File: src/rtl/ansq_pkg.sv
// shared codes, types and reset values for the navigation mode sequencer
// no dependencies
`timescale 1ns / 1ps

package ansq_pkg;

  localparam logic [2:0] MODE_PILOT  = 3'd0;
  localparam logic [2:0] MODE_HOLD   = 3'd1;
  localparam logic [2:0] MODE_RTH    = 3'd2;
  localparam logic [2:0] MODE_ATHOME = 3'd3;
  localparam logic [2:0] MODE_DESC   = 3'd4;
  localparam logic [2:0] MODE_TOUCH  = 3'd5;

  localparam logic [1:0] LAND_COMMENCE = 2'd0;
  localparam logic [1:0] LAND_DESCENT  = 2'd1;
  localparam logic [1:0] LAND_STOPPED  = 2'd2;

  localparam logic [1:0] STEER_NONE = 2'd0;
  localparam logic [1:0] STEER_HOME = 2'd1;
  localparam logic [1:0] STEER_HOLD = 2'd2;

  localparam logic [1:0] ALT_REQ_NONE    = 2'd0;
  localparam logic [1:0] ALT_REQ_RTH     = 2'd1;
  localparam logic [1:0] ALT_REQ_DESCEND = 2'd2;

  localparam logic [1:0] FAIL_NONE    = 2'd0;
  localparam logic [1:0] FAIL_MONITOR = 2'd1;
  localparam logic [1:0] FAIL_LOST    = 2'd2;

  localparam logic [2:0] CFG_LAND_START   = 3'd0;
  localparam logic [2:0] CFG_TOUCHDOWN    = 3'd1;
  localparam logic [2:0] CFG_MIN_DESCENT  = 3'd2;
  localparam logic [2:0] CFG_LAND_BUCKET  = 3'd3;
  localparam logic [2:0] CFG_RTH_LAND_DLY = 3'd4;
  localparam logic [2:0] CFG_RTH_HOVER    = 3'd5;

  localparam logic [14:0] RST_LAND_START   = 15'd30;
  localparam logic [15:0] RST_TOUCHDOWN    = 16'd50;
  localparam logic [14:0] RST_MIN_DESCENT  = 15'd5;
  localparam logic [14:0] RST_LAND_BUCKET  = 15'd3000;
  localparam logic [31:0] RST_RTH_LAND_DLY = 32'd10000;
  localparam logic [31:0] RST_RTH_HOVER    = 32'd5000;

  localparam logic [14:0] DT_MAX = 15'd32767;

  typedef struct packed {
    logic [14:0]        land_start_altitude;
    logic signed [15:0] touchdown_altitude;
    logic [14:0]        min_descent_rate;
    logic [14:0]        land_bucket_ms;
    logic [31:0]        rth_land_delay_ms;
    logic [31:0]        rth_hover_ms;
  } cfg_t;

  typedef struct packed {
    logic               nav_active;
    logic               update_ready;
    logic               return_home;
    logic               waypoint_reached;
    logic               auto_descend;
    logic               attitude_hold;
    logic               failsafe_enabled;
    logic               sticks_frozen;
    logic               alt_control_enabled;
    logic signed [15:0] altitude;
    logic signed [15:0] climb_rate;
    logic [31:0]        now_ms;
  } item_t;

  typedef struct packed {
    logic [2:0] mode;
    logic [1:0] landing_phase;
    logic [1:0] steer_target;
    logic       capture_hold;
    logic [1:0] altitude_request;
    logic       landed;
    logic       lost_model;
    logic [1:0] fail_status;
    logic       auto_land_request;
    logic       clear_nav_hold;
  } res_t;

  typedef struct packed {
    logic run;
    logic restart;
  } land_ctl_t;

  typedef struct packed {
    logic [1:0]  phase;
    logic        landed;
    logic        deadline_load;
    logic [31:0] deadline;
  } land_stat_t;

endpackage

File: src/rtl/autonomous_nav_mode_sequencer.sv
// Navigation mode sequencer, top level: one event word in, one command word out.
// Each accepted word is registered, evaluated against the mode, landing and failsafe
// state combinationally and the command word is registered on the output;
// a new word is taken every cycle while the output is not stalled.
// The user must write configuration registers (cfg_we/cfg_index/cfg_data) only while
// idle, which the block does not enforce; depends on ansq_pkg and ansq_mode
`timescale 1ns / 1ps

module autonomous_nav_mode_sequencer import ansq_pkg::*; (
  input  logic               clk,
  input  logic               rst,

  input  logic               cfg_we,
  input  logic [2:0]         cfg_index,
  input  logic [31:0]        cfg_data,

  input  logic               in_valid,
  output logic               in_stall,
  input  logic               nav_active,
  input  logic               update_ready,
  input  logic               return_home,
  input  logic               waypoint_reached,
  input  logic               auto_descend,
  input  logic               attitude_hold,
  input  logic               failsafe_enabled,
  input  logic               sticks_frozen,
  input  logic               alt_control_enabled,
  input  logic signed [15:0] altitude,
  input  logic signed [15:0] climb_rate,
  input  logic [31:0]        now_ms,

  output logic               out_valid,
  input  logic               out_stall,
  output logic [2:0]         mode,
  output logic [1:0]         landing_phase,
  output logic [1:0]         steer_target,
  output logic               capture_hold,
  output logic [1:0]         altitude_request,
  output logic               landed,
  output logic               lost_model,
  output logic [1:0]         fail_status,
  output logic               auto_land_request,
  output logic               clear_nav_hold
);

  cfg_t  cfg;
  item_t in_word;
  logic  in_full;
  logic  fire;
  res_t  res;
  res_t  out_word;

  assign fire = in_full & (~out_valid | ~out_stall);
  assign in_stall = in_full & ~fire;

  always_ff @(posedge clk) begin
    if (rst) begin
      cfg.land_start_altitude <= RST_LAND_START;
      cfg.touchdown_altitude <= RST_TOUCHDOWN;
      cfg.min_descent_rate <= RST_MIN_DESCENT;
      cfg.land_bucket_ms <= RST_LAND_BUCKET;
      cfg.rth_land_delay_ms <= RST_RTH_LAND_DLY;
      cfg.rth_hover_ms <= RST_RTH_HOVER;
    end else if (cfg_we) begin
      case (cfg_index)
        CFG_LAND_START:   cfg.land_start_altitude <= cfg_data[14:0];
        CFG_TOUCHDOWN:    cfg.touchdown_altitude <= cfg_data[15:0];
        CFG_MIN_DESCENT:  cfg.min_descent_rate <= cfg_data[14:0];
        CFG_LAND_BUCKET:  cfg.land_bucket_ms <= cfg_data[14:0];
        CFG_RTH_LAND_DLY: cfg.rth_land_delay_ms <= cfg_data;
        CFG_RTH_HOVER:    cfg.rth_hover_ms <= cfg_data;
        default: begin
        end
      endcase
    end
  end

  always_ff @(posedge clk) begin
    if (rst) begin
      in_full <= 1'b0;
    end else if (in_valid && !in_stall) begin
      in_full <= 1'b1;
    end else if (fire) begin
      in_full <= 1'b0;
    end
  end

  always_ff @(posedge clk) begin
    if (in_valid && !in_stall) begin
      in_word.nav_active <= nav_active;
      in_word.update_ready <= update_ready;
      in_word.return_home <= return_home;
      in_word.waypoint_reached <= waypoint_reached;
      in_word.auto_descend <= auto_descend;
      in_word.attitude_hold <= attitude_hold;
      in_word.failsafe_enabled <= failsafe_enabled;
      in_word.sticks_frozen <= sticks_frozen;
      in_word.alt_control_enabled <= alt_control_enabled;
      in_word.altitude <= altitude;
      in_word.climb_rate <= climb_rate;
      in_word.now_ms <= now_ms;
    end
  end

  ansq_mode u_mode (
    .clk  (clk),
    .rst  (rst),
    .fire (fire),
    .cfg  (cfg),
    .item (in_word),
    .res  (res)
  );

  always_ff @(posedge clk) begin
    if (rst) begin
      out_valid <= 1'b0;
    end else if (fire) begin
      out_valid <= 1'b1;
    end else if (!out_stall) begin
      out_valid <= 1'b0;
    end
  end

  always_ff @(posedge clk) begin
    if (fire) begin
      out_word <= res;
    end
  end

  assign mode = out_word.mode;
  assign landing_phase = out_word.landing_phase;
  assign steer_target = out_word.steer_target;
  assign capture_hold = out_word.capture_hold;
  assign altitude_request = out_word.altitude_request;
  assign landed = out_word.landed;
  assign lost_model = out_word.lost_model;
  assign fail_status = out_word.fail_status;
  assign auto_land_request = out_word.auto_land_request;
  assign clear_nav_hold = out_word.clear_nav_hold;

endmodule

File: src/rtl/ansq_land.sv
// landing sub-state machine with leaky-bucket stall detector
// depends on ansq_pkg
`timescale 1ns / 1ps

module ansq_land import ansq_pkg::*; (
  input  logic               clk,
  input  logic               rst,
  input  land_ctl_t          ctl,
  input  cfg_t               cfg,
  input  logic signed [15:0] altitude,
  input  logic signed [15:0] climb_rate,
  input  logic [31:0]        now_ms,
  output land_stat_t         stat
);

  logic [1:0]  landing_reg;
  logic [1:0]  landing_reg_next;
  logic [15:0] stall_bucket;
  logic [15:0] stall_bucket_next;
  logic [31:0] last_landing_ms;

  logic [31:0] elapsed;
  logic [14:0] dt;
  logic [16:0] abs_alt;
  logic [16:0] abs_roc;
  logic [16:0] drain;
  logic [17:0] refill;
  logic        slow;

  always_comb begin
    elapsed = now_ms - last_landing_ms;
    dt = (elapsed > 32'(DT_MAX)) ? DT_MAX : elapsed[14:0];
    abs_alt = altitude[15] ? (17'd0 - {altitude[15], altitude}) : {1'b0, altitude};
    abs_roc = climb_rate[15] ? (17'd0 - {climb_rate[15], climb_rate}) : {1'b0, climb_rate};
    slow = abs_roc < {2'b00, cfg.min_descent_rate};
    drain = {1'b0, stall_bucket} - {2'b00, dt};
    refill = {2'b00, stall_bucket} + {2'b00, dt, 1'b0};

    landing_reg_next = landing_reg;
    stall_bucket_next = stall_bucket;
    stat.landed = 1'b0;
    stat.deadline_load = 1'b0;

    case (landing_reg)
      LAND_COMMENCE: begin
        if (abs_alt < {2'b00, cfg.land_start_altitude}) begin
          stall_bucket_next = {1'b0, cfg.land_bucket_ms};
          landing_reg_next = LAND_DESCENT;
        end
      end
      LAND_DESCENT: begin
        stat.deadline_load = ctl.run;
        if (slow) begin
          stall_bucket_next = drain[16] ? 16'd0 : drain[15:0];
          if (stall_bucket_next == 16'd0) begin
            landing_reg_next = LAND_STOPPED;
          end
        end else if (refill < {3'b000, cfg.land_bucket_ms}) begin
          stall_bucket_next = refill[15:0];
        end else begin
          stall_bucket_next = {1'b0, cfg.land_bucket_ms};
        end
      end
      LAND_STOPPED: begin
        landing_reg_next = LAND_COMMENCE;
        stat.landed = ctl.run;
      end
      default: begin
        landing_reg_next = landing_reg;
      end
    endcase

    stat.deadline = now_ms + {16'd0, stall_bucket_next};

    if (ctl.restart) begin
      stat.phase = LAND_COMMENCE;
    end else if (ctl.run) begin
      stat.phase = landing_reg_next;
    end else begin
      stat.phase = landing_reg;
    end
  end

  always_ff @(posedge clk) begin
    if (rst) begin
      landing_reg <= LAND_COMMENCE;
      stall_bucket <= 16'd0;
      last_landing_ms <= 32'd0;
    end else begin
      landing_reg <= stat.phase;
      if (ctl.run) begin
        stall_bucket <= stall_bucket_next;
        last_landing_ms <= now_ms;
      end
    end
  end

endmodule

File: src/rtl/ansq_mode.sv
// navigation mode and failsafe sequencing, holds mode, deadline and failsafe state
// depends on ansq_pkg and ansq_land
`timescale 1ns / 1ps

module ansq_mode import ansq_pkg::*; (
  input  logic  clk,
  input  logic  rst,
  input  logic  fire,
  input  cfg_t  cfg,
  input  item_t item,
  output res_t  res
);

  logic [2:0]  mode_reg;
  logic [2:0]  mode_reg_next;
  logic [31:0] deadline_ms;
  logic [31:0] deadline_ms_next;
  logic        lost_model_reg;
  logic        lost_model_reg_next;
  logic [1:0]  fail_status_reg;
  logic [1:0]  fail_status_reg_next;

  land_ctl_t  land_ctl;
  land_stat_t land_stat;

  logic [1:0] fs_status;
  logic       fs_lost;

  ansq_land u_land (
    .clk        (clk),
    .rst        (rst),
    .ctl        (land_ctl),
    .cfg        (cfg),
    .altitude   (item.altitude),
    .climb_rate (item.climb_rate),
    .now_ms     (item.now_ms),
    .stat       (land_stat)
  );

  // failsafe decode and landing machine control
  always_comb begin
    fs_lost = item.failsafe_enabled & item.sticks_frozen;
    if (!item.failsafe_enabled) begin
      fs_status = FAIL_NONE;
    end else if (item.sticks_frozen) begin
      fs_status = FAIL_LOST;
    end else begin
      fs_status = FAIL_MONITOR;
    end

    land_ctl.run = 1'b0;
    land_ctl.restart = 1'b0;
    if (item.nav_active) begin
      if (item.update_ready && ((mode_reg == MODE_TOUCH) ||
                                ((mode_reg == MODE_DESC) && item.return_home))) begin
        land_ctl.run = fire;
      end
    end else if ((mode_reg != MODE_TOUCH) && (mode_reg != MODE_DESC) &&
                 (item.return_home || fs_lost)) begin
      land_ctl.restart = fire;
    end
  end

  always_comb begin
    mode_reg_next = mode_reg;
    deadline_ms_next = deadline_ms;
    lost_model_reg_next = lost_model_reg;
    fail_status_reg_next = fail_status_reg;
    res.steer_target = STEER_NONE;
    res.capture_hold = 1'b0;
    res.altitude_request = ALT_REQ_NONE;
    res.auto_land_request = 1'b0;
    res.clear_nav_hold = 1'b0;

    if (item.nav_active) begin
      lost_model_reg_next = 1'b0;
      if (item.update_ready) begin
        case (mode_reg)
          MODE_TOUCH: begin
            res.steer_target = STEER_HOME;
            res.altitude_request = ALT_REQ_DESCEND;
          end
          MODE_DESC: begin
            res.steer_target = STEER_HOME;
            if (item.return_home) begin
              if ($signed(item.altitude) < $signed(cfg.touchdown_altitude)) begin
                mode_reg_next = MODE_TOUCH;
              end
              res.altitude_request = ALT_REQ_DESCEND;
            end else begin
              res.capture_hold = 1'b1;
              mode_reg_next = MODE_HOLD;
            end
          end
          MODE_ATHOME: begin
            res.steer_target = STEER_HOME;
            if (item.return_home) begin
              if (item.waypoint_reached) begin
                if (item.auto_descend && (item.now_ms > deadline_ms)) begin
                  deadline_ms_next = item.now_ms + cfg.rth_land_delay_ms;
                  mode_reg_next = MODE_DESC;
                end
              end else begin
                mode_reg_next = MODE_RTH;
              end
            end else begin
              res.capture_hold = 1'b1;
              mode_reg_next = MODE_HOLD;
            end
          end
          MODE_RTH: begin
            res.steer_target = STEER_HOME;
            if (item.return_home) begin
              if (item.waypoint_reached) begin
                deadline_ms_next = item.now_ms + cfg.rth_hover_ms;
                res.altitude_request = ALT_REQ_RTH;
                mode_reg_next = MODE_ATHOME;
              end
            end else begin
              res.capture_hold = 1'b1;
              mode_reg_next = MODE_HOLD;
            end
          end
          MODE_PILOT, MODE_HOLD: begin
            if (item.return_home) begin
              res.altitude_request = ALT_REQ_RTH;
              mode_reg_next = MODE_RTH;
            end else begin
              if (!item.attitude_hold) begin
                res.capture_hold = 1'b1;
                mode_reg_next = MODE_HOLD;
              end
              res.steer_target = STEER_HOLD;
            end
          end
          default: begin
            mode_reg_next = mode_reg;
          end
        endcase
        if (land_stat.deadline_load) begin
          deadline_ms_next = land_stat.deadline;
        end
      end
    end else begin
      res.clear_nav_hold = 1'b1;
      if (mode_reg == MODE_TOUCH) begin
        mode_reg_next = mode_reg;
      end else if (mode_reg == MODE_DESC) begin
        // failsafe is only evaluated without a return-home request
        if (!item.return_home) begin
          fail_status_reg_next = fs_status;
        end
        if (item.return_home || fs_lost) begin
          res.auto_land_request = item.alt_control_enabled;
        end else begin
          mode_reg_next = MODE_PILOT;
        end
      end else begin
        fail_status_reg_next = fs_status;
        mode_reg_next = MODE_PILOT;
        if (item.return_home || fs_lost) begin
          lost_model_reg_next = fs_lost;
          mode_reg_next = MODE_DESC;
        end
      end
    end

    res.mode = mode_reg_next;
    res.landing_phase = land_stat.phase;
    res.landed = land_stat.landed;
    res.lost_model = lost_model_reg_next;
    res.fail_status = fail_status_reg_next;
  end

  always_ff @(posedge clk) begin
    if (rst) begin
      mode_reg <= MODE_HOLD;
      deadline_ms <= 32'd0;
      lost_model_reg <= 1'b0;
      fail_status_reg <= FAIL_NONE;
    end else if (fire) begin
      mode_reg <= mode_reg_next;
      deadline_ms <= deadline_ms_next;
      lost_model_reg <= lost_model_reg_next;
      fail_status_reg <= fail_status_reg_next;
    end
  end

endmodule

File: config.mk
export PLATFORM = sky130hd
export DESIGN_NAME = autonomous_nav_mode_sequencer
export DESIGN_NICKNAME = d
export VERILOG_FILES = /design/src/rtl/ansq_pkg.sv /design/src/rtl/autonomous_nav_mode_sequencer.sv /design/src/rtl/ansq_land.sv /design/src/rtl/ansq_mode.sv
export SDC_FILE = /design/constraint.sdc
export NUM_CORES = 1
export LEC_CHECK = 0
export ABC_AREA = 1
export BUFFER_PORTS_ARGS = -buffer_cell sky130_fd_sc_hd__buf_2
export CAP_MARGIN = 25
export CORE_MARGIN = 4
export CORE_UTILIZATION = 56
export DETAILED_ROUTE_END_ITERATION = 12
export PLACE_DENSITY = 0.81
export SLEW_MARGIN = 20
export SYNTH_ARGS = -nofsm -noshare
export SYNTH_HDL_FRONTEND = slang
export SYNTH_SLANG_ARGS = --single-unit
export TNS_END_PERCENT = 20
File: constraint.sdc
create_clock -name clk -period 6.9 [get_ports clk]
set_clock_uncertainty 0.1 [all_clocks]
set_input_delay 0.69 -clock clk [delete_from_list [all_inputs] [get_ports clk]]
set_output_delay 0.69 -clock clk [all_outputs]
set_load 0.02 [all_outputs]
# ---- Yosys cells after proc, flatten, opt, wreduce, memory -nomap -nowiden
# Index checks and enable logic that the tools add are counted.
dict set report totals {
  register_bits 304
}
dict set report classes {
  n_addsub 8
  magnitude_cmp 6
  n_eq_ne 20
  mux 67
  bitwise_logic 9
  n_reduce_logical 27
}
# operator count
set op_table {}
lappend op_table {{$mux 32} 6}
lappend op_table {{$add 32x32->32} 2}
lappend op_table {{$mux 16} 4}
lappend op_table {{$pmux 32 s2} 1}
lappend op_table {{$lt 17x15->1} 3}
lappend op_table {{$mux 3} 16}
lappend op_table {{$mux 17} 2}
lappend op_table {{$sub 1x16->17 const A} 2}
lappend op_table {{$add 32x16->32} 1}
lappend op_table {{$gt 32x15->1 const B} 1}
lappend op_table {{$gt 32x32->1} 1}
lappend op_table {{$pmux 16 s2} 1}
lappend op_table {{$sub 32x32->32} 1}
lappend op_table {{$mux 2} 12}
lappend op_table {{$mux 1} 19}
lappend op_table {{$add 16x16->17} 1}
lappend op_table {{$sub 16x15->17} 1}
lappend op_table {{$logic_not 16->1} 1}
lappend op_table {{$lt 16x16->1} 1}
lappend op_table {{$mux 15} 1}
lappend op_table {{$reduce_and 2->1} 7}
lappend op_table {{$eq 3x2->1 const B} 4}
lappend op_table {{$eq 3x3->1 const B} 4}
lappend op_table {{$ne 3x2->1 const B} 4}
lappend op_table {{other kinds (25)} 41}

# ---- Longest topological paths before layout
# Gate-level depths: netlist (run 1).
dict set report depth {
  word_depth 11
  ltp_mapped 58
  ltp_nobuf 57
}

# ---- Modules after synthesis
# A second synthesis (run 1) with hierarchy kept.
dict set report unflattened {
  hier_cells 3541
  area_unflattened_um2 23391.2
}
# mod instances cells_each area_per_inst_um2 seq_area_each_um2
set by_module_without_submodules {}
lappend by_module_without_submodules {ansq_land 1 1723 9932.0 1001.0}
lappend by_module_without_submodules {autonomous_nav_mode_sequencer 1 805 7733.7 5215.0}
lappend by_module_without_submodules {ansq_mode 1 1013 5725.5 760.7}

# ---- Least setup slack after synthesis (run 1)
# Ideal clock, no wire load.
dict set report synth_timing {
  kind {flip-flop to flip-flop}
  from {reg, netlist name in_word[0]}
  to {reg u_mode.deadline_ms[18]}
  arrival_time_ns 7.190
  required_ns 6.681
  slack_ns -0.509
  stages_incl_launch_ff 57
  n_path_buf 2
  period_less_slack_ns 7.409
  cell_sequence {edfxtp_1 > inv_1 > ha_1 > inv_1 > fa_1 > nand3_1 > nand3_2 > nand2_1 > nand2_2 > nand2_1 > nand2_1 > nand2_1 > nand2_1 > nor2_1 > nand2_1 > nor2_1 > nand4_1 > nor2_1 > [21 not listed] > nand3_1 > nand3_1 > nand3_1 > o21ai_0 > ha_1 > fa_1 > nand3_1 > nand2_1 > a21boi_0 > o21ai_0 > a21oi_1 > o21ai_0 > nand2_1 > nand3b_1 > nand2_1 > nand3_1 > nand2_1 > a21oi_1}
}
dict set report synth_via {
  elab_chain_cells 10
  elab_cells_between_ends 24
  cone_classes {6 x add/sub; 3 x order compare; 1 x eq/ne; 12 x mux; 2 x reduce/logical}
}
# item line
set synth_lines {}
lappend synth_lines {{$sub 32x32->32} ansq_land.sv:31} ;# elapsed = now_ms - last_landing_ms;
lappend synth_lines {{$gt 32x15->1} ansq_land.sv:32} ;# dt = (elapsed > 32'(DT_MAX)) ? DT_MAX : elapsed[14:0];
lappend synth_lines {{$mux 15} ansq_land.sv:32}
lappend synth_lines {{$add 16x16->17} ansq_land.sv:37} ;# refill = {2'b00, stall_bucket} + {2'b00, dt, 1'b0};
lappend synth_lines {{$lt 17x15->1} ansq_land.sv:58} ;# end else if (refill < {3'b000, cfg.land_bucket_ms}) begin
lappend synth_lines {{$mux 16} ansq_land.sv:58}
lappend synth_lines {{$mux 16} ansq_land.sv:53} ;# if (slow) begin
lappend synth_lines {{$pmux 16 s2} ansq_land.sv:44} ;# case (landing_reg)
lappend synth_lines {{$add 32x16->32} ansq_land.sv:73} ;# stat.deadline = now_ms + {16'd0, stall_bucket_next};
lappend synth_lines {{$mux 32} ansq_mode.sv:140} ;# if (land_stat.deadline_load) begin
lappend synth_lines {{end signal: assignment} ansq_mode.sv:183} ;# deadline_ms <= deadline_ms_next;
lappend synth_lines {{end: declaration} ansq_mode.sv:16} ;# logic [31:0] deadline_ms;
# Parallel ways exist; a longest one is shown, timed or not. The select of a mux whose other input is x is not followed.
# A chain may end at the register's enable or synchronous reset.

# ---- Worst setup path in the final report (run 1)
dict set report layout_timing {
  from {reg, netlist name in_word[0]}
  to {reg u_mode.deadline_ms[25]}
}
dict set report layout_via {
  elab_chain_cells 10
  elab_cells_between_ends 24
  cone_classes {6 x add/sub; 3 x order compare; 1 x eq/ne; 12 x mux; 2 x reduce/logical}
}
# item line
set layout_lines {}
lappend layout_lines {{$sub 32x32->32} ansq_land.sv:31}
lappend layout_lines {{$gt 32x15->1} ansq_land.sv:32}
lappend layout_lines {{$mux 15} ansq_land.sv:32}
lappend layout_lines {{$add 16x16->17} ansq_land.sv:37}
lappend layout_lines {{$lt 17x15->1} ansq_land.sv:58}
lappend layout_lines {{$mux 16} ansq_land.sv:58}
lappend layout_lines {{$mux 16} ansq_land.sv:53}
lappend layout_lines {{$pmux 16 s2} ansq_land.sv:44}
lappend layout_lines {{$add 32x16->32} ansq_land.sv:73}
lappend layout_lines {{$mux 32} ansq_mode.sv:140}
# Parallel ways exist; a longest one is shown, timed or not. The select of a mux whose other input is x is not followed.

==> results by group, run 1 <==
Yosys
  • Instance count of the mapped netlist: 2854
  • Commonest cells in the synthesized netlist: sky130_fd_sc_hd__nand2_1, sky130_fd_sc_hd__inv_1, sky130_fd_sc_hd__o21ai_0, sky130_fd_sc_hd__a21oi_1, sky130_fd_sc_hd__nor2_1
  • Sequential fraction of the synthesis area: 34.01%
  • Most repeated cell in the gate-level netlist after synthesis: sky130_fd_sc_hd__nand2_1
  • Share of Yosys cell area claimed by the top area cell type: 20.98%
  • Predominant post-synthesis flop cell: sky130_fd_sc_hd__dfxtp_1
  • Syn_nets: about 3200
  • Fraction of registers with async set/reset: 0%
  • Per-instance average area after synthesis: 7.187 um^2
  • Dominant cells by area after synthesis: sky130_fd_sc_hd__dfxtp_1, sky130_fd_sc_hd__edfxtp_1, sky130_fd_sc_hd__ha_1
  • Number of unique standard cell types used by synthesis: between 50 and 60
  • Cell area after synthesis: 20510 um^2
  • Yosys warnings: 0
  • Flip-flop and latch count after synthesis: a little over 300
  • Post-synthesis cell type with the largest combined area: sky130_fd_sc_hd__dfxtp_1
  • Number of enable-type register cells in the synthesized netlist: 89

Worst setup path
  • Most common cell on crit path: sky130_fd_sc_hd__nand2_1
  • Biggest cell delay along the critical path: 0.42 ns
  • Maximum fanout encountered on the critical timing path: 5
  • Cell with the largest stage delay on the worst path: sky130_fd_sc_hd__edfxtp_1
  • Buf+Inv Stages, Crit Path: 7
  • Crit. End Element: register
  • CP Data Arrival Time: 8.01 ns
  • Dominant delay contributor by cell family on the critical path: simple AND/OR/NAND/NOR gates
  • CP Class: register to register
  • Endpoint required time on the critical path: about 7.2 ns
  • Kind of launch point of the worst setup path: register

STA
  • Rel. slew slack: slightly above 30%
  • RSZ-0062 raised after global routing: true
  • Final-report setup violation count: 30
  • Worst-margin pin slew: 1.038 ns
  • Setup ws final: -0.7660 ns
  • F_max: 130.4 MHz
  • Fin Setup TNS: -18.75 ns
  • Minimum clock period after layout: around 7.7 ns
  • Final slew viol count: 0
  • Final period utilization: 111.1%
  • Number of hold-slack violations in the final timing report: 0

Clock tree
  • Clock root buffer: sky130_fd_sc_hd__clkbuf_16
  • Clock transition time at the flip-flop clock pins of the worst setup and hold paths: ~0.060 ns
  • Clk sinks: between 300 and 400
  • Clk_lat worst skew: approximately 0.56 ns
  • CTS Buf Count: 34
  • Clock Path Buffers: 3
  • H-tree Lvls: 2
  • TritonCTS clock tree: done

Place
  • Placed insts: 3679
  • Port Buffers: 130
  • Post-detail-place hpwl: 50.79 mm
  • Placer congestion estimate: 1.003

Layout
  • Share of the core filled with cells: 73.16%
  • Max FFs per register: 125
  • Register name with the most flops: cfg
  • Largest registers ranked by flip-flop count: cfg x125, in_word x73
  • Final #Nets: 3619
  • Diode insertion count for antenna repair: 0
  • Area added between synthesis and finish: 27.78%
  • Proportion of layout cells with a drive suffix above 1: 22.97%
  • Post-layout instance count excluding filler cells: 3804

Routing
  • Initial DRC Count: 1812
  • DRC Markers: 0
  • Total iterations of the first detailed-routing run: 7
  • Number of vias per cell: 5.620
  • Via Count: 21379
  • Routed wire length: 67.92 mm
  • WL per Instance: between 15 and 20 um
  • Post-route ant nets: 0

Floorplanning
  • Vertical extent of the die: 199.4 um
  • Area of the placeable core: 35830 um^2
  • Row cnt: 69
  • Initial core utilization: 57.25%
  • I/O pin total: about 130
  • Die X-Extent: 199.4 um
  • DIE AREA: 39750 um^2

Run status
  • Status: finished, violations left
  • Failing checks: setup timing

Power
  • Clock power frac: 36.6%
  • Logic pwr share: 22.9%
  • Sequential power share: 40.5%
  • Internal power consumption: 0.003331 W
  • Power Dens Cells: 183.2 nW/um^2
  • IR Drop Worst-Case VDD: 0.2330 mV
  • Total leakage power: 12.49 nW
  • Switching power of the nets: 0.001471 W
  • Switching part of the total power: 30.63%

Global route
  • Initial antenna violation count: 0
  • Number of global-route vias before repair: 20340
  • Global router's overall resource usage: 33.05%
  • Overflow left after global routing: 0
  • Maximum number of pins on one net before global-route repair: 117
  • Wire length of the first global-routing pass: 105.2 mm

Job
  • Reported max-cap violation count: 0

Hold path
  • Hold Crit Class: input port to register
-- final cells by class --
| type | count | area (um^2) |
|---|---|---|
| Clock buffer | 47 | 929.6 |
| Clock inverter | 14 | 125.1 |
| Fill cell | 2822 | 9617 |
| Inverter | 410 | 1543 |
| Multi-Input combinational cell | 2053 | 12380 |
| Sequential cell | 304 | 6977 |
| Tap cell | 461 | 576.8 |
| Timing Repair Buffer | 515 | 3677 |
-- metrics by stage --
| stage | hold slack [ns] | instance area (um^2) | total power (W) | setup slack (ns) |
|---|---|---|---|---|
| after floorplan | 0.3245 | 20570 | 0.002525 | 0.007861 |
| after global placement | 0.3338 | 23870 | 0.002905 | -0.7979 |
| after detailed placement | 0.3427 | 23870 | 0.002934 | -0.9991 |
| after CTS | 0.1858 | 25530 | 0.004732 | -0.5859 |
| after global routing | 0.1918 | 26210 | 0.005004 | -1.283 |
| final | 0.2031 | 26210 | 0.004803 | -0.7660 |
-- cells in the final DEF (no fill, tap or decap), types with 6 or more instances in the layout --
cell type                   instances
sky130_fd_sc_hd__xnor2_1           21
sky130_fd_sc_hd__o21ai_1           21
sky130_fd_sc_hd__inv_1            387
sky130_fd_sc_hd__edfxtp_1          89
sky130_fd_sc_hd__xor2_1            47
sky130_fd_sc_hd__o21bai_1          10
sky130_fd_sc_hd__nor2_4            15
sky130_fd_sc_hd__buf_2            130
sky130_fd_sc_hd__inv_2             19
sky130_fd_sc_hd__nand3b_1          12
sky130_fd_sc_hd__clkinv_2           6
sky130_fd_sc_hd__o21ai_0          275
sky130_fd_sc_hd__nand3_1          105
sky130_fd_sc_hd__a21oi_2           19
sky130_fd_sc_hd__o21ai_2           17
sky130_fd_sc_hd__a21oi_1          273
sky130_fd_sc_hd__buf_4            361
sky130_fd_sc_hd__nor3_1            27
sky130_fd_sc_hd__ha_4              10
sky130_fd_sc_hd__nand2_4           11
sky130_fd_sc_hd__nand2_2           28
sky130_fd_sc_hd__clkbuf_16         34
sky130_fd_sc_hd__clkbuf_1          10
sky130_fd_sc_hd__buf_6             19
sky130_fd_sc_hd__nor2_1           266
sky130_fd_sc_hd__xor2_2             8
sky130_fd_sc_hd__nand2_1          495
sky130_fd_sc_hd__ha_1             172
sky130_fd_sc_hd__a21o_1            13
sky130_fd_sc_hd__nor2_2            15
sky130_fd_sc_hd__mux2i_1            9
sky130_fd_sc_hd__o211ai_1          29
sky130_fd_sc_hd__xnor2_2            6
sky130_fd_sc_hd__dfxtp_1          215
sky130_fd_sc_hd__nand4_1           61
sky130_fd_sc_hd__nand3_2           23
-- per-layer routing --
layer,vias up,wire (um),track usage (%)
met5,-,0,0
met3,168,5159,4.991
met1,9964,29190,45.65
li1,10431,-,-
met4,0,2706,12.35
met2,816,30860,52.78
-- path summary, 6_finish.rpt --
| kind | endpoint | cells past startpoint | slack [ns] | start |
|---|---|---|---|---|
| worst min-delay path | in_word[22]$_DFFE_PP_ | 1 | 0.20 | now_ms[22] |
| worst min register to register | cfg[19]$_SDFFE_PP0P_ | 2 | 0.35 | cfg[19]$_SDFFE_PP0P_ |
| worst max register to register | u_mode.deadline_ms[25]$_SDFFE_PP0P_ | 52 | -0.77 | in_word[0]$_DFFE_PP_ |
| worst max-delay path | u_mode.deadline_ms[25]$_SDFFE_PP0P_ | 52 | -0.77 | in_word[0]$_DFFE_PP_ |
-- power by group through the flow --
stage | sequential, W | clock (W) | combinational, W
3_5_place_dp | 0.00198 | 0 | 0.000952
4_1_cts | 0.00194 | 0.00177 | 0.00101
2_1_floorplan | 0.00198 | 0 | 0.000544
6_report | 0.00195 | 0.00176 | 0.00110
3_3_place_gp | 0.00198 | 0 | 0.000925
5_1_grt | 0.00195 | 0.00185 | 0.00120
-- cells by family (layout without fill, tap and decap cells) --
family / Yosys count / in the layout / share of synthesized area (%)
DFF: 304 / 304 / 34.01
and+or+nand+nor: 1082 / 1082 / 23.04
buffers and inverters: 497 / 986 / 9.308
adders and majority gates: 188 / 188 / 11.61
muxes: 9 / 9 / 0.4392
AOI/OAI and AO/OA: 690 / 690 / 17.87
xor gates and xnor gates: 84 / 84 / 3.715
-- repair_timing --
| item | in CTS | in global routing |
|---|---|---|
| buffers inserted | 42 | 20 |
| pin swaps | 59 | 84 |
| hold buffers | 0 | 0 |
| hold endpoints to repair | 0 | 0 |
| gates resized for setup | 80 | 125 |
| setup endpoints to repair | 30 | 33 |
| gates cloned | 0 | 0 |
(Power assumes the default switching activity.)
==> inputs of run 2 (changes only) <==
--- a/config.mk
+++ b/config.mk
@@ -6,12 +6,12 @@
 export NUM_CORES = 1
 export LEC_CHECK = 0
 export ABC_AREA = 1
-export BUFFER_PORTS_ARGS = -buffer_cell sky130_fd_sc_hd__buf_2
 export CAP_MARGIN = 25
 export CORE_MARGIN = 4
-export CORE_UTILIZATION = 56
+export CORE_UTILIZATION = 60
 export DETAILED_ROUTE_END_ITERATION = 12
-export PLACE_DENSITY = 0.81
+export DONT_BUFFER_PORTS = 1
+export PLACE_DENSITY = 0.8
 export SLEW_MARGIN = 20
 export SYNTH_ARGS = -nofsm -noshare
 export SYNTH_HDL_FRONTEND = slang
==> constraint.sdc (replaced) <==
create_clock -name clk -period 7.49 [get_ports clk]
set_clock_uncertainty 0.1 [all_clocks]
set_input_delay 0.749 -clock clk [delete_from_list [all_inputs] [get_ports clk]]
set_output_delay 0.749 -clock clk [all_outputs]
set_load 0.02 [all_outputs]
==> run 2 against run 1 <==
Against the previous run:
- the flow still finishes with violations (setup timing)
- cell count decreased by 5.8%
- critical path depth increased by 2
- clock power increased by 4%
- sequential cell count unchanged
- global-route usage increased by 0.43 points
- total power decreased by 5.8%
- first-iteration DRC count decreased by 4.0%
- hold slack got worse by 0.036 ns
- utilization increased by 1.5 points
- clock-buffer cell count increased by 3
- non-clock buffer count decreased by 211
- sequential power decreased by 8%
- largest cell class unchanged
- highest routed layer unchanged
==> results by group, run 2 (synthesis results as in run 1) <==
Place
  • Worst slack at placement: -0.6333 ns (was -0.9991 ns)
  • Placed insts: 3481 (was 3679)
  • Standard cell area after detailed placement: 22790 um^2 (was 23870 um^2)
  • Post-detail-place hpwl: 47.67 mm (was 50.79 mm)
  • Port Buffers: 0 (was 130)
  • Placer congestion estimate: 1.004 (was 1.003)

Worst setup path
  • Endpoint required time on the critical path: 7.82 ns (was 7.24 ns)
  • Worst reg-to-reg path cell count: 54 (was 52)
  • Crit. End Element: register (unchanged)
  • Biggest cell delay along the critical path: 0.40 ns (was 0.42 ns)
  • Buf+Inv Stages, Crit Path: 9 (was 7)
  • Dominant delay contributor by cell family on the critical path: simple AND/OR/NAND/NOR gates (unchanged)
  • Maximum fanout encountered on the critical timing path: 7 (was 5)
  • Cell with the largest stage delay on the worst path: sky130_fd_sc_hd__edfxtp_1 (unchanged)
  • Critical path launch point: in_word[0]$_DFFE_PP_ (unchanged)
  • Critical register-to-register path startpoint: in_word[0]$_DFFE_PP_ (unchanged)
  • CP Data Arrival Time: 7.94 ns (was 8.01 ns)
  • CP Class: register to register (unchanged)
  • Kind of launch point of the worst setup path: register (unchanged)
  • Most common cell on crit path: sky130_fd_sc_hd__nand3_2 (was sky130_fd_sc_hd__nand2_1)
  • Count of cell instances traversed by the critical path: 54 (was 52)

Floorplanning
  • DIE AREA: 37210 um^2 (was 39750 um^2)
  • I/O pin total: 131 (unchanged)
  • Initial core utilization: 61.02% (was 57.25%)
  • Row cnt: 67 (was 69)
  • Vertical extent of the die: 192.9 um (was 199.4 um)
  • Die X-Extent: 192.9 um (was 199.4 um)
  • Area of the placeable core: 33620 um^2 (was 35830 um^2)

Hold path
  • Min-Delay Path Depth: 1 (unchanged)
  • Hold wc startpoint: rst (was now_ms[22])
  • Hold Crit Class: input port to register (unchanged)

Job
  • Reported max-cap violation count: 0 (unchanged)

STA
  • Setup ws final: -0.1233 ns (was -0.7660 ns)
  • Final period utilization: 101.6% (was 111.1%)
  • F_max: 131.3 MHz (was 130.4 MHz)
  • Worst hold slack after final layout: 0.1669 ns (was 0.2031 ns)
  • Number of hold-slack violations in the final timing report: 0 (unchanged)
  • Minimum clock period after layout: 7.613 ns (was 7.666 ns)
  • Final slew viol count: 0 (unchanged)
  • RSZ-0062 raised after global routing: true (unchanged)
  • Rel. slew slack: 33.24% (was 30.57%)
  • Final-report setup violation count: 10 (was 30)
  • Worst-margin pin slew: 0.9977 ns (was 1.038 ns)
  • Fin Setup TNS: -0.4777 ns (was -18.75 ns)

Power
  • Total leakage power: 11.64 nW (was 12.49 nW)
  • IR Drop Worst-Case VDD: 0.2067 mV (was 0.2330 mV)
  • Power Dens Cells: 180.4 nW/um^2 (was 183.2 nW/um^2)

Routing
  • Post-route ant nets: 0 (unchanged)
  • Total iterations of the first detailed-routing run: 6 (was 7)
  • Number of vias per cell: 5.740 (was 5.620)
  • Routed wire length: 64.23 mm (was 67.92 mm)
  • WL per Instance: 17.92 um (was 17.85 um)
  • Via Count: 20573 (was 21379)
  • DRC Markers: 0 (unchanged)
  • Initial DRC Count: 1740 (was 1812)

Clock tree
  • H-tree Lvls: 2 (unchanged)
  • # hold bufs at CTS: 0 (unchanged)
  • TritonCTS clock tree: done (unchanged)
  • Clk sinks: 304 (unchanged)
  • Clock transition time at the flip-flop clock pins of the worst setup and hold paths: 0.06 ns (about the same)
  • Clock root buffer: sky130_fd_sc_hd__clkbuf_16 (unchanged)
  • Clk_lat worst skew: 0.56 ns (about the same)
  • CTS Buf Count: 35 (was 34)
  • Clock Path Buffers: 3 (unchanged)

Global route
  • Maximum number of pins on one net before global-route repair: 122 (was 117)
  • Overflow left after global routing: 0 (unchanged)
  • Wire length of the first global-routing pass: 99.12 mm (was 105.2 mm)
  • Initial antenna violation count: 1 (was 0)
  • Number of global-route vias before repair: 19435 (was 20340)
  • Global router's overall resource usage: 33.48% (was 33.05%)

Run status
  • Status: finished, violations left (unchanged)
  • Failing checks: setup timing (unchanged)

Layout
  • Post-layout instance count excluding filler cells: 3584 (was 3804)
  • Final #Nets: 3409 (was 3619)
  • Final design instance area without fill: 25100 um^2 (was 26210 um^2)
  • Largest registers ranked by flip-flop count: cfg x125, in_word x73 (unchanged)
  • Area added between synthesis and finish: 22.35% (was 27.78%)
  • Proportion of layout cells with a drive suffix above 1: 17.96% (was 22.97%)
  • Max FFs per register: 125 (unchanged)
  • Most common cell after layout, fill and taps aside: sky130_fd_sc_hd__nand2_1 (unchanged)
  • Top library cells by usage in the layout, fill and taps aside: sky130_fd_sc_hd__nand2_1, sky130_fd_sc_hd__inv_1, sky130_fd_sc_hd__buf_4 (unchanged)
  • Register name with the most flops: cfg (unchanged)
==> run 2: cell types whose count changed in the layout (fill, tap and decap cells not counted), moves of 7 or more <==
| cell | change |
|---|---|
| sky130_fd_sc_hd__buf_4 | -72 |
| sky130_fd_sc_hd__ha_4 | +7 |
| sky130_fd_sc_hd__buf_2 | -130 |
| sky130_fd_sc_hd__ha_1 | -10 |
| sky130_fd_sc_hd__buf_6 | -13 |
| sky130_fd_sc_hd__o21ai_1 | -7 |
==> run 2: routing by layer <==
metal	wire, um	part of all wire (%)	GRT usage, %	up-vias
met3	5977	9.3	7.453	137
met5	0	0	0	-
met2	29000	45	53.89	812
li1	-	-	-	10001
met1	27220	42	45.07	9623
met4	2033	3.2	10.46	0
==> run 2: what timing repair did <==
action	in CTS	in global routing
pin swaps	33	89
resized for setup	80	113
hold endpoints to repair	0	0
endpoints found under the setup margin	25	29
buffers inserted	17	18
==> run 2: worst paths after layout <==
kind,endpoint,slack (ns)
worst max-delay path,u_mode.deadline_ms[31]$_SDFFE_PP0P_,-0.12
worst max register to register,u_mode.deadline_ms[31]$_SDFFE_PP0P_,-0.12
worst min register to register,cfg[22]$_SDFFE_PP0P_,0.34
worst min-delay path,u_mode.u_land.stall_bucket[15]$_SDFFE_PP0P_,0.17
==> run 2: metrics by stage <==
step                      utilization, %  total power, W
after floorplan                        -        0.002323
after global placement             67.78        0.002603
after detailed placement           67.78        0.002627
after CTS                          72.70        0.004471
after global routing               74.66        0.004704
final                              74.66        0.004526
==> run 2: final cells by class <==
type | count | area, um^2
antenna | 1 | 2.502
timing repair buffer | 304 | 2425
inverter | 410 | 1545
clock inverter | 14 | 197.7
sequential | 304 | 6977
multi-input combinational | 2053 | 12360
tap | 448 | 560.5
clock buffer | 50 | 1026
fill | 2622 | 8519
==> run 2: report_power, final <==
group          leakage [nW]  internal, W  switching, W
sequential             2.61      0.00176     0.0000443
combinational          8.43     0.000369      0.000525
clock                 0.598      0.00110      0.000729
total                  11.6      0.00323       0.00130
